<file path="config.mk">
export PLATFORM = sky130hd
export DESIGN_NAME = sha1_digit_string_hash
export DESIGN_NICKNAME = d
export VERILOG_FILES = /design/src/rtl/sha1dsh_pkg.sv /design/src/rtl/sha1dsh_sched_cell.sv /design/src/rtl/sha1dsh_round.sv /design/src/rtl/sha1_digit_string_hash.sv
export SDC_FILE = /design/constraint.sdc
export NUM_CORES = 1
export LEC_CHECK = 0
export BUFFER_PORTS_ARGS = -buffer_cell sky130_fd_sc_hd__buf_2
export CORE_AREA = 2 2 302 364
export DETAILED_ROUTE_END_ITERATION = 10
export DIE_AREA = 0 0 304 366
export GPL_ROUTABILITY_DRIVEN = 0
export PLACE_DENSITY = 0.57
export SLEW_MARGIN = 0
export SYNTH_ARGS = -nofsm -noshare
export SYNTH_HDL_FRONTEND = slang
export SYNTH_SLANG_ARGS = --single-unit
</file>
<file path="constraint.sdc">
create_clock -name clk -period 19 [get_ports clk]
set_input_delay 0.95 -clock clk [delete_from_list [all_inputs] [get_ports clk]]
set_output_delay 0.95 -clock clk [all_outputs]
set_load 0.1 [all_outputs]
</file>
<file path="src/rtl/sha1dsh_pkg.sv">
// Shared types, constants and helper functions for the digit string SHA-1 hash block.
`default_nettype none

package sha1dsh_pkg;

  // Number of compression rounds and words in the rolling message schedule.
  localparam int unsigned NumRounds   = 80;
  localparam int unsigned SchedWords  = 16;
  localparam int unsigned RoundBits   = 7;

  // Message layout constants for a 16-byte message in one block.
  localparam logic [7:0]  DigitBase   = 8'h30;
  localparam logic [31:0] PadMarker   = 32'h8000_0000;
  localparam logic [31:0] MsgBits     = 32'd128;

  // Initial hash value.
  localparam logic [31:0] Iv0 = 32'h6745_2301;
  localparam logic [31:0] Iv1 = 32'hEFCD_AB89;
  localparam logic [31:0] Iv2 = 32'h98BA_DCFE;
  localparam logic [31:0] Iv3 = 32'h1032_5476;
  localparam logic [31:0] Iv4 = 32'hC3D2_E1F0;

  // Round constants.
  localparam logic [31:0] K0 = 32'h5A82_7999;
  localparam logic [31:0] K1 = 32'h6ED9_EBA1;
  localparam logic [31:0] K2 = 32'h8F1B_BCDC;
  localparam logic [31:0] K3 = 32'hCA62_C1D6;

  // Round boundaries between the four round groups.
  localparam logic [RoundBits-1:0] RoundGrp1 = 7'd20;
  localparam logic [RoundBits-1:0] RoundGrp2 = 7'd40;
  localparam logic [RoundBits-1:0] RoundGrp3 = 7'd60;
  localparam logic [RoundBits-1:0] RoundLast = RoundBits'(NumRounds - 1);

  // Control handed from the sequencer to the schedule cells and the round unit.
  typedef struct packed {
    logic                 load;
    logic                 step;
    logic [RoundBits-1:0] rnd;
  } ctrl_t;

  // Packs four nibbles into one big-endian word of ASCII characters.
  function automatic logic [31:0] pack_chars(input logic [15:0] nibs);
    logic [31:0] word;
    word = '0;
    for (int k = 0; k < 4; k++) begin
      word[31-8*k -: 8] = DigitBase + {4'h0, nibs[4*k +: 4]};
    end
    return word;
  endfunction

  // True when any of the four nibbles is above nine.
  function automatic logic has_bad_nibble(input logic [15:0] nibs);
    logic bad;
    bad = 1'b0;
    for (int k = 0; k < 4; k++) begin
      bad = bad | (nibs[4*k +: 4] > 4'd9);
    end
    return bad;
  endfunction

  // Round constant for a round index.
  function automatic logic [31:0] round_k(input logic [RoundBits-1:0] rnd);
    logic [31:0] k;
    if (rnd < RoundGrp1) begin
      k = K0;
    end else if (rnd < RoundGrp2) begin
      k = K1;
    end else if (rnd < RoundGrp3) begin
      k = K2;
    end else begin
      k = K3;
    end
    return k;
  endfunction

  // Left rotate helpers.
  function automatic logic [31:0] rotl1(input logic [31:0] x);
    return {x[30:0], x[31]};
  endfunction

  function automatic logic [31:0] rotl5(input logic [31:0] x);
    return {x[26:0], x[31:27]};
  endfunction

  function automatic logic [31:0] rotl30(input logic [31:0] x);
    return {x[1:0], x[31:2]};
  endfunction

endpackage

`default_nettype wire

</file>
<file path="src/rtl/sha1dsh_sched_cell.sv">
// One word cell of the rolling message schedule chain.
`default_nettype none

module sha1dsh_sched_cell (
  input  wire logic                 clk,
  input  wire sha1dsh_pkg::ctrl_t   ctrl,
  input  wire logic [31:0]          load_word,
  input  wire logic [31:0]          shift_in,
  output logic [31:0]               word
);

  // Load the message word at start, then take the neighbor's word each round.
  always_ff @(posedge clk) begin
    if (ctrl.load) begin
      word <= load_word;
    end else if (ctrl.step) begin
      word <= shift_in;
    end
  end

endmodule

`default_nettype wire

</file>
<file path="src/rtl/sha1dsh_round.sv">
// SHA-1 compression round unit holding the five working variables.
`default_nettype none

module sha1dsh_round (
  input  wire logic                 clk,
  input  wire sha1dsh_pkg::ctrl_t   ctrl,
  input  wire logic [31:0]          wt,
  output logic [31:0]               a,
  output logic [31:0]               b,
  output logic [31:0]               c,
  output logic [31:0]               d,
  output logic [31:0]               e
);

  logic [31:0] f;
  logic [31:0] a_next;

  // Round function selected by the round group.
  always_comb begin
    if (ctrl.rnd < sha1dsh_pkg::RoundGrp1) begin
      f = d ^ (b & (c ^ d));
    end else if (ctrl.rnd < sha1dsh_pkg::RoundGrp2) begin
      f = b ^ c ^ d;
    end else if (ctrl.rnd < sha1dsh_pkg::RoundGrp3) begin
      f = (b & c) | (d & (b | c));
    end else begin
      f = b ^ c ^ d;
    end
    a_next = sha1dsh_pkg::rotl5(a) + f + e + sha1dsh_pkg::round_k(ctrl.rnd) + wt;
  end

  // Working variables start from the initial hash value and advance once per round.
  always_ff @(posedge clk) begin
    if (ctrl.load) begin
      a <= sha1dsh_pkg::Iv0;
      b <= sha1dsh_pkg::Iv1;
      c <= sha1dsh_pkg::Iv2;
      d <= sha1dsh_pkg::Iv3;
      e <= sha1dsh_pkg::Iv4;
    end else if (ctrl.step) begin
      a <= a_next;
      b <= a;
      c <= sha1dsh_pkg::rotl30(b);
      d <= c;
      e <= d;
    end
  end

endmodule

`default_nettype wire

</file>
<file path="src/rtl/sha1_digit_string_hash.sv">
// Top level of the digit string SHA-1 hash block: sequencer, schedule chain and output register.
//
// Usage: an item on the slave stream carries two 32-bit words. Their sixteen
// nibbles form a 16-character ASCII message (second word first, low nibble
// first, each nibble n as byte 0x30+n), which is hashed as one SHA-1 block.
// The master stream returns the five digest words in tdata and a flag in
// tuser that is set when any nibble was above nine.
// Throughput: one item at a time. After acceptance the round unit runs 80
// rounds, one per cycle, fed by a chain of 16 schedule cells that shifts one
// word per cycle; a final state then adds the initial hash value. s_tready
// rises again in the same cycle that the result is loaded.
// The result sits in an output register; if the receiver stalls, the block
// may take the next item and runs it, but holds in its final cycle until
// the output register is free.
// Reset clears the sequencer and the output valid and holds s_tready low;
// no item is held over.
`default_nettype none

module sha1_digit_string_hash (
  input  wire logic          clk,
  input  wire logic          rst,
  input  wire logic          s_tvalid,
  output logic               s_tready,
  input  wire logic [63:0]   s_tdata,   // first_number [31:0], second_number [63:32]
  output logic               m_tvalid,
  input  wire logic          m_tready,
  output logic [159:0]       m_tdata,   // hash_word_0 [31:0] .. hash_word_4 [159:128]
  output logic               m_tuser    // bad_digit [0]
);

  typedef enum logic [1:0] {
    ST_IDLE,
    ST_RUN,
    ST_FIN
  } state_t;

  localparam int unsigned NW = sha1dsh_pkg::SchedWords;

  state_t                              state;
  logic [sha1dsh_pkg::RoundBits-1:0]   rnd;
  logic                                bad;
  sha1dsh_pkg::ctrl_t                  ctrl;
  logic                                accept;
  logic                                out_free;
  logic [31:0]                         first_number;
  logic [31:0]                         second_number;
  logic [31:0]                         load_words [NW];
  logic [31:0]                         cell_words [NW];
  logic [31:0]                         shift_words [NW];
  logic [31:0]                         new_word;
  logic [31:0]                         a, b, c, d, e;

  assign first_number  = s_tdata[31:0];
  assign second_number = s_tdata[63:32];

  assign s_tready = (state == ST_IDLE) && !rst;
  assign accept   = s_tvalid && s_tready;
  assign out_free = !m_tvalid || m_tready;

  assign ctrl.load = accept;
  assign ctrl.step = (state == ST_RUN);
  assign ctrl.rnd  = rnd;

  // Padded message block for the schedule cells.
  always_comb begin
    for (int i = 0; i < NW; i++) begin
      load_words[i] = '0;
    end
    load_words[0]    = sha1dsh_pkg::pack_chars(second_number[15:0]);
    load_words[1]    = sha1dsh_pkg::pack_chars(second_number[31:16]);
    load_words[2]    = sha1dsh_pkg::pack_chars(first_number[15:0]);
    load_words[3]    = sha1dsh_pkg::pack_chars(first_number[31:16]);
    load_words[4]    = sha1dsh_pkg::PadMarker;
    load_words[NW-1] = sha1dsh_pkg::MsgBits;
  end

  // Next schedule word enters at the top of the chain.
  assign new_word = sha1dsh_pkg::rotl1(cell_words[13] ^ cell_words[8] ^
                                        cell_words[2] ^ cell_words[0]);

  // Chain of schedule cells; cell zero holds the word for the current round.
  for (genvar i = 0; i < NW; i++) begin : g_cell
    if (i == NW - 1) begin : g_top
      assign shift_words[i] = new_word;
    end else begin : g_mid
      assign shift_words[i] = cell_words[i+1];
    end

    sha1dsh_sched_cell u_cell (
      .clk       (clk),
      .ctrl      (ctrl),
      .load_word (load_words[i]),
      .shift_in  (shift_words[i]),
      .word      (cell_words[i])
    );
  end

  sha1dsh_round u_round (
    .clk  (clk),
    .ctrl (ctrl),
    .wt   (cell_words[0]),
    .a    (a),
    .b    (b),
    .c    (c),
    .d    (d),
    .e    (e)
  );

  // Sequencer, flag capture and output register.
  always_ff @(posedge clk) begin
    if (rst) begin
      state    <= ST_IDLE;
      rnd      <= '0;
      m_tvalid <= 1'b0;
    end else begin
      if (state == ST_FIN && out_free) begin
        m_tvalid <= 1'b1;
      end else if (m_tready) begin
        m_tvalid <= 1'b0;
      end
      unique case (state)
        ST_IDLE: begin
          if (accept) begin
            rnd   <= '0;
            state <= ST_RUN;
            bad   <= sha1dsh_pkg::has_bad_nibble(first_number[15:0]) |
                     sha1dsh_pkg::has_bad_nibble(first_number[31:16]) |
                     sha1dsh_pkg::has_bad_nibble(second_number[15:0]) |
                     sha1dsh_pkg::has_bad_nibble(second_number[31:16]);
          end
        end
        ST_RUN: begin
          if (rnd == sha1dsh_pkg::RoundLast) begin
            state <= ST_FIN;
          end else begin
            rnd <= rnd + 1'b1;
          end
        end
        ST_FIN: begin
          if (out_free) begin
            m_tdata[31:0]    <= a + sha1dsh_pkg::Iv0;
            m_tdata[63:32]   <= b + sha1dsh_pkg::Iv1;
            m_tdata[95:64]   <= c + sha1dsh_pkg::Iv2;
            m_tdata[127:96]  <= d + sha1dsh_pkg::Iv3;
            m_tdata[159:128] <= e + sha1dsh_pkg::Iv4;
            m_tuser          <= bad;
            state            <= ST_IDLE;
          end
        end
        default: begin
          state <= ST_IDLE;
        end
      endcase
    end
  end

endmodule

`default_nettype wire

</file>
==> metrics.cfg <==
[route]
ant_nets = 0
via_per_inst = 4.84
drt_pass1_iterations = 5
dr_total_vias = 27000
drt_iter0_markers = 2240
wirelength_um = 96100
drt-wirelength-per-cell_um = 17.2
drcViolationCount = 0

[worst_setup_path]
crit_fanout = 23
crit_path_start_kind = flop
critPathCaptureType = flop
r2r_start = rnd[4]$_SDFFE_PP0P_
r2r_setup_slack_ns = 12.14
critical_path_arrival_ns = 7.41
crit_type = reg2reg
startpoint = rnd[4]$_SDFFE_PP0P_
required_ns = 19.55

[timing]
tightest_slew_ns = 1.19
post-route-min-period_ns = 6.86
slew_headroom_pct = 20.8
slew_viol_final = 0
fmax_ghz = 0.146
rsz0062_at_grt = no
fin_skew_ns = 0.0440
final-hold-violation-count = 0
min_period_over_period_pct = 36.1
fin_setup_tns_ns = 0
setup_viol = 0

[floorplanning]
dieArea_um2 = 111000
die_width_um = 304
placementRows = 132
io_pins = 231
core_area_um2 = 108000
initial_core_util_pct = 34.9
die-height_um = 366

[final_layout]
nets = 4328
fillers = 10600
antennaDiodeCount = 0
multiInputGateArea_um2 = 16200
fin_util_pct = 39.8
drive_above_1_share_pct = 10.5
area_growth_pct = 14.0
final-seq-area_um2 = 19800

[clock_network]
cts-root-buf = clkbuf_16
cts_resized = 0
clkSlewWorstSetupHoldPaths_ns = 0.07
cts_setup_buffers = 0
clkLatencyLatePin_ns = 0.67
cts_tree = yes
cts_buffers = 88
cts.sinks = 844
clockBufferDepth = 3
holdBufCountCts = 0
htree_levels = 3

[logic_synthesis]
syn_area_um2 = 37500
synthXorXnorAreaFrac_pct = 6.17
synth-async-reset-ratio_pct = 0
synth_nets = 4218
ys_seq_elements = 844
synthFlopType = dfxtp_1
synth_seq_area_share_pct = 52.8
synth-compound-area-share_pct = 11.9
synth-adder-area-share_pct = 7.69
yosys.area_share.simple_pct = 16.4
yosysUniqueCellTypes = 72
synthCells = 3988
synth.avg_cell_area_um2 = 9.40
synth_top_family_by_area = simple AND/OR/NAND/NOR gates
yosysWarningCount = 0
synth_edf_count = 290
synth_mux_area_share_pct = 1.12

[outcome]
run_status = finished, final reports clean

[placed_design]
post-dp-hpwl_um = 65500
port_buffers = 230

[power_and_ir_drop]
power_leakage_uw = 0.0161
p_per_area_nw_per_um2 = 146
ir_drop_mv = 0.0897

[global_route]
grt_start_max_net_pins = 231
grt_overflow_total = 0
grt_antenna_before_repair = 2
grt_pass1_wl_um = 150000
grt_pass1_vias = 25800
track_usage_pct = 16.9

[hold_path]
hold_class = reg2reg
worstHoldStart = bad$_DFFE_PP_

[run]
cap_violations = 0

==> worst paths after layout <==
check / end / depth (start not counted)
max: u_round.a[28]$_SDFFE_PP0P_ / 22
max reg2reg: u_round.a[28]$_SDFFE_PP0P_ / 22
min: m_tuser$_DFFE_PP_ / 0
min reg2reg: m_tuser$_DFFE_PP_ / 0
==> metal layers <==
layer	share of wire, %	global-route usage (%)
met5	0.014	0
met4	3.1	5.85
met3	4.5	2.37
met2	47	27.7
met1	45	22.8
==> where the power goes <==
part | internal (uW) | leakage [uW] | switching (uW)
clock network | 1010 | 0.00145 | 756
registers | 2110 | 0.00720 | 281
logic | 846 | 0.00740 | 1250
==> cell usage in the layout, fill, tap and decap left out, types with 34 or more instances in the layout <==
| cell | count |
|---|---|
| edfxtp_1 | 290 |
| dfxtp_1 | 554 |
| clkbuf_16 | 89 |
| xnor2_1 | 191 |
| nand2b_1 | 49 |
| inv_1 | 154 |
| xor2_1 | 73 |
| buf_2 | 230 |
| a21oi_1 | 86 |
| nand3_1 | 40 |
| and2_1 | 36 |
| nor2_1 | 208 |
| fa_1 | 114 |
| nand2_1 | 1080 |
| o21ai_0 | 537 |
| ha_1 | 48 |
| mux2i_1 | 34 |
==> critical path, cell delays in order, from the launching register on <==
cell,delay (ns)
dfxtp_1,0.50
a41oi_2,0.32
nand2_1,0.13
buf_4,0.32
inv_2,0.26
nor2_4,0.45
inv_2,0.31
o221a_2,0.34
ha_1,0.17
a21o_1,0.16
fa_1,0.48
inv_1,0.05
fa_1,0.57
inv_1,0.06
ha_1,0.30
a211oi_1,0.39
o21a_1,0.25
and4bb_2,0.27
o21ai_0,0.30
a21boi_0,0.25
o21ai_0,0.42
o21ai_0,0.13
a32o_1,0.26
==> final cells by class <==
cell class | count | area share (%)
clock inverter | 35 | 1.13
multi-input combinational | 2752 | 38.0
clock buffer | 128 | 5.84
tap | 1407 | 4.12
timing repair buffer | 254 | 3.17
sequential | 844 | 46.3
inverter | 158 | 1.42
==> sequential cells by signal, summed over array words and instances, names as in the netlist <==
register / count
bad: 1
m_tdata: 160
u_round.e: 32
u_round.d: 32
m_tvalid: 1
m_tuser: 1
rnd: 7
u_round.b: 32
u_round.a: 32
g_cell.u_cell.word: 512
u_round.c: 32
state: 2
==> logic make-up (layout without fill, tap and decap cells) <==
| logic type | Yosys count | in the layout |
|---|---|---|
| compound gates | 782 | 782 |
| xor+xnor | 264 | 264 |
| fa+ha+maj | 162 | 162 |
| buf+inv | 392 | 575 |
| flops | 844 | 844 |
| mux | 41 | 41 |
| simple gates | 1503 | 1503 |
==> synthesized netlist by cell type, types with 3 or more instances <==
cell type     n  area share [%]
nand2_1    1081              11
dfxtp_1     554              30
o21ai_0     537             7.2
edfxtp_1    290              23
clkbuf_1    215             2.2
nor2_1      208             2.1
xnor2_1     191             4.5
inv_1       155             1.6
fa_1        114             6.1
a21oi_1      86             1.1
xor2_1       73             1.7
nand2b_1     50            0.83
ha_1         48             1.6
nand3_1      40            0.53
and2_1       36            0.60
mux2i_1      34            0.91
nor3_1       23            0.31
buf_1        16            0.16
a21o_1       15            0.30
a211oi_1     13            0.26
nor2b_1      13            0.22
o221a_2      13            0.39
and3_1       12            0.20
a31oi_1      11            0.18
o31ai_1      11            0.22
o211ai_1     10            0.20
o21a_1       10            0.20
a221o_1       9            0.24
o22ai_1       9            0.15
mux2_2        7            0.21
nand4_1       7            0.12
o221ai_1      7            0.16
a21boi_0      6            0.12
a221oi_1      6            0.14
nor4_1        6            0.10
o21bai_1      6            0.12
a22oi_1       5            0.10
or3_1         5           0.083
nor4b_1       4           0.093
o21ai_1       4           0.053
or2_2         4           0.067
nor3b_1       3           0.060
o41ai_1       3           0.070
==> metrics by stage <==
| stage | cells | total power (uW) | setup slack [ns] | instance area, um^2 | hold WS (ns) |
|---|---|---|---|---|---|
| after detailed placement | 5415 | 4490 | 12.18 | 39800 | 0.435 |
| after floorplan | 3988 | 3920 | 5.24 | 37500 | 0.400 |
| after global routing | 5578 | 6640 | 11.71 | 42700 | 0.438 |
| after CTS | 5578 | 6280 | 12.14 | 42700 | 0.434 |
| after global placement | 5415 | 4480 | 12.30 | 39800 | 0.406 |
| final | 5578 | 6250 | 12.14 | 42700 | 0.433 |
(Power assumes the default switching activity.)
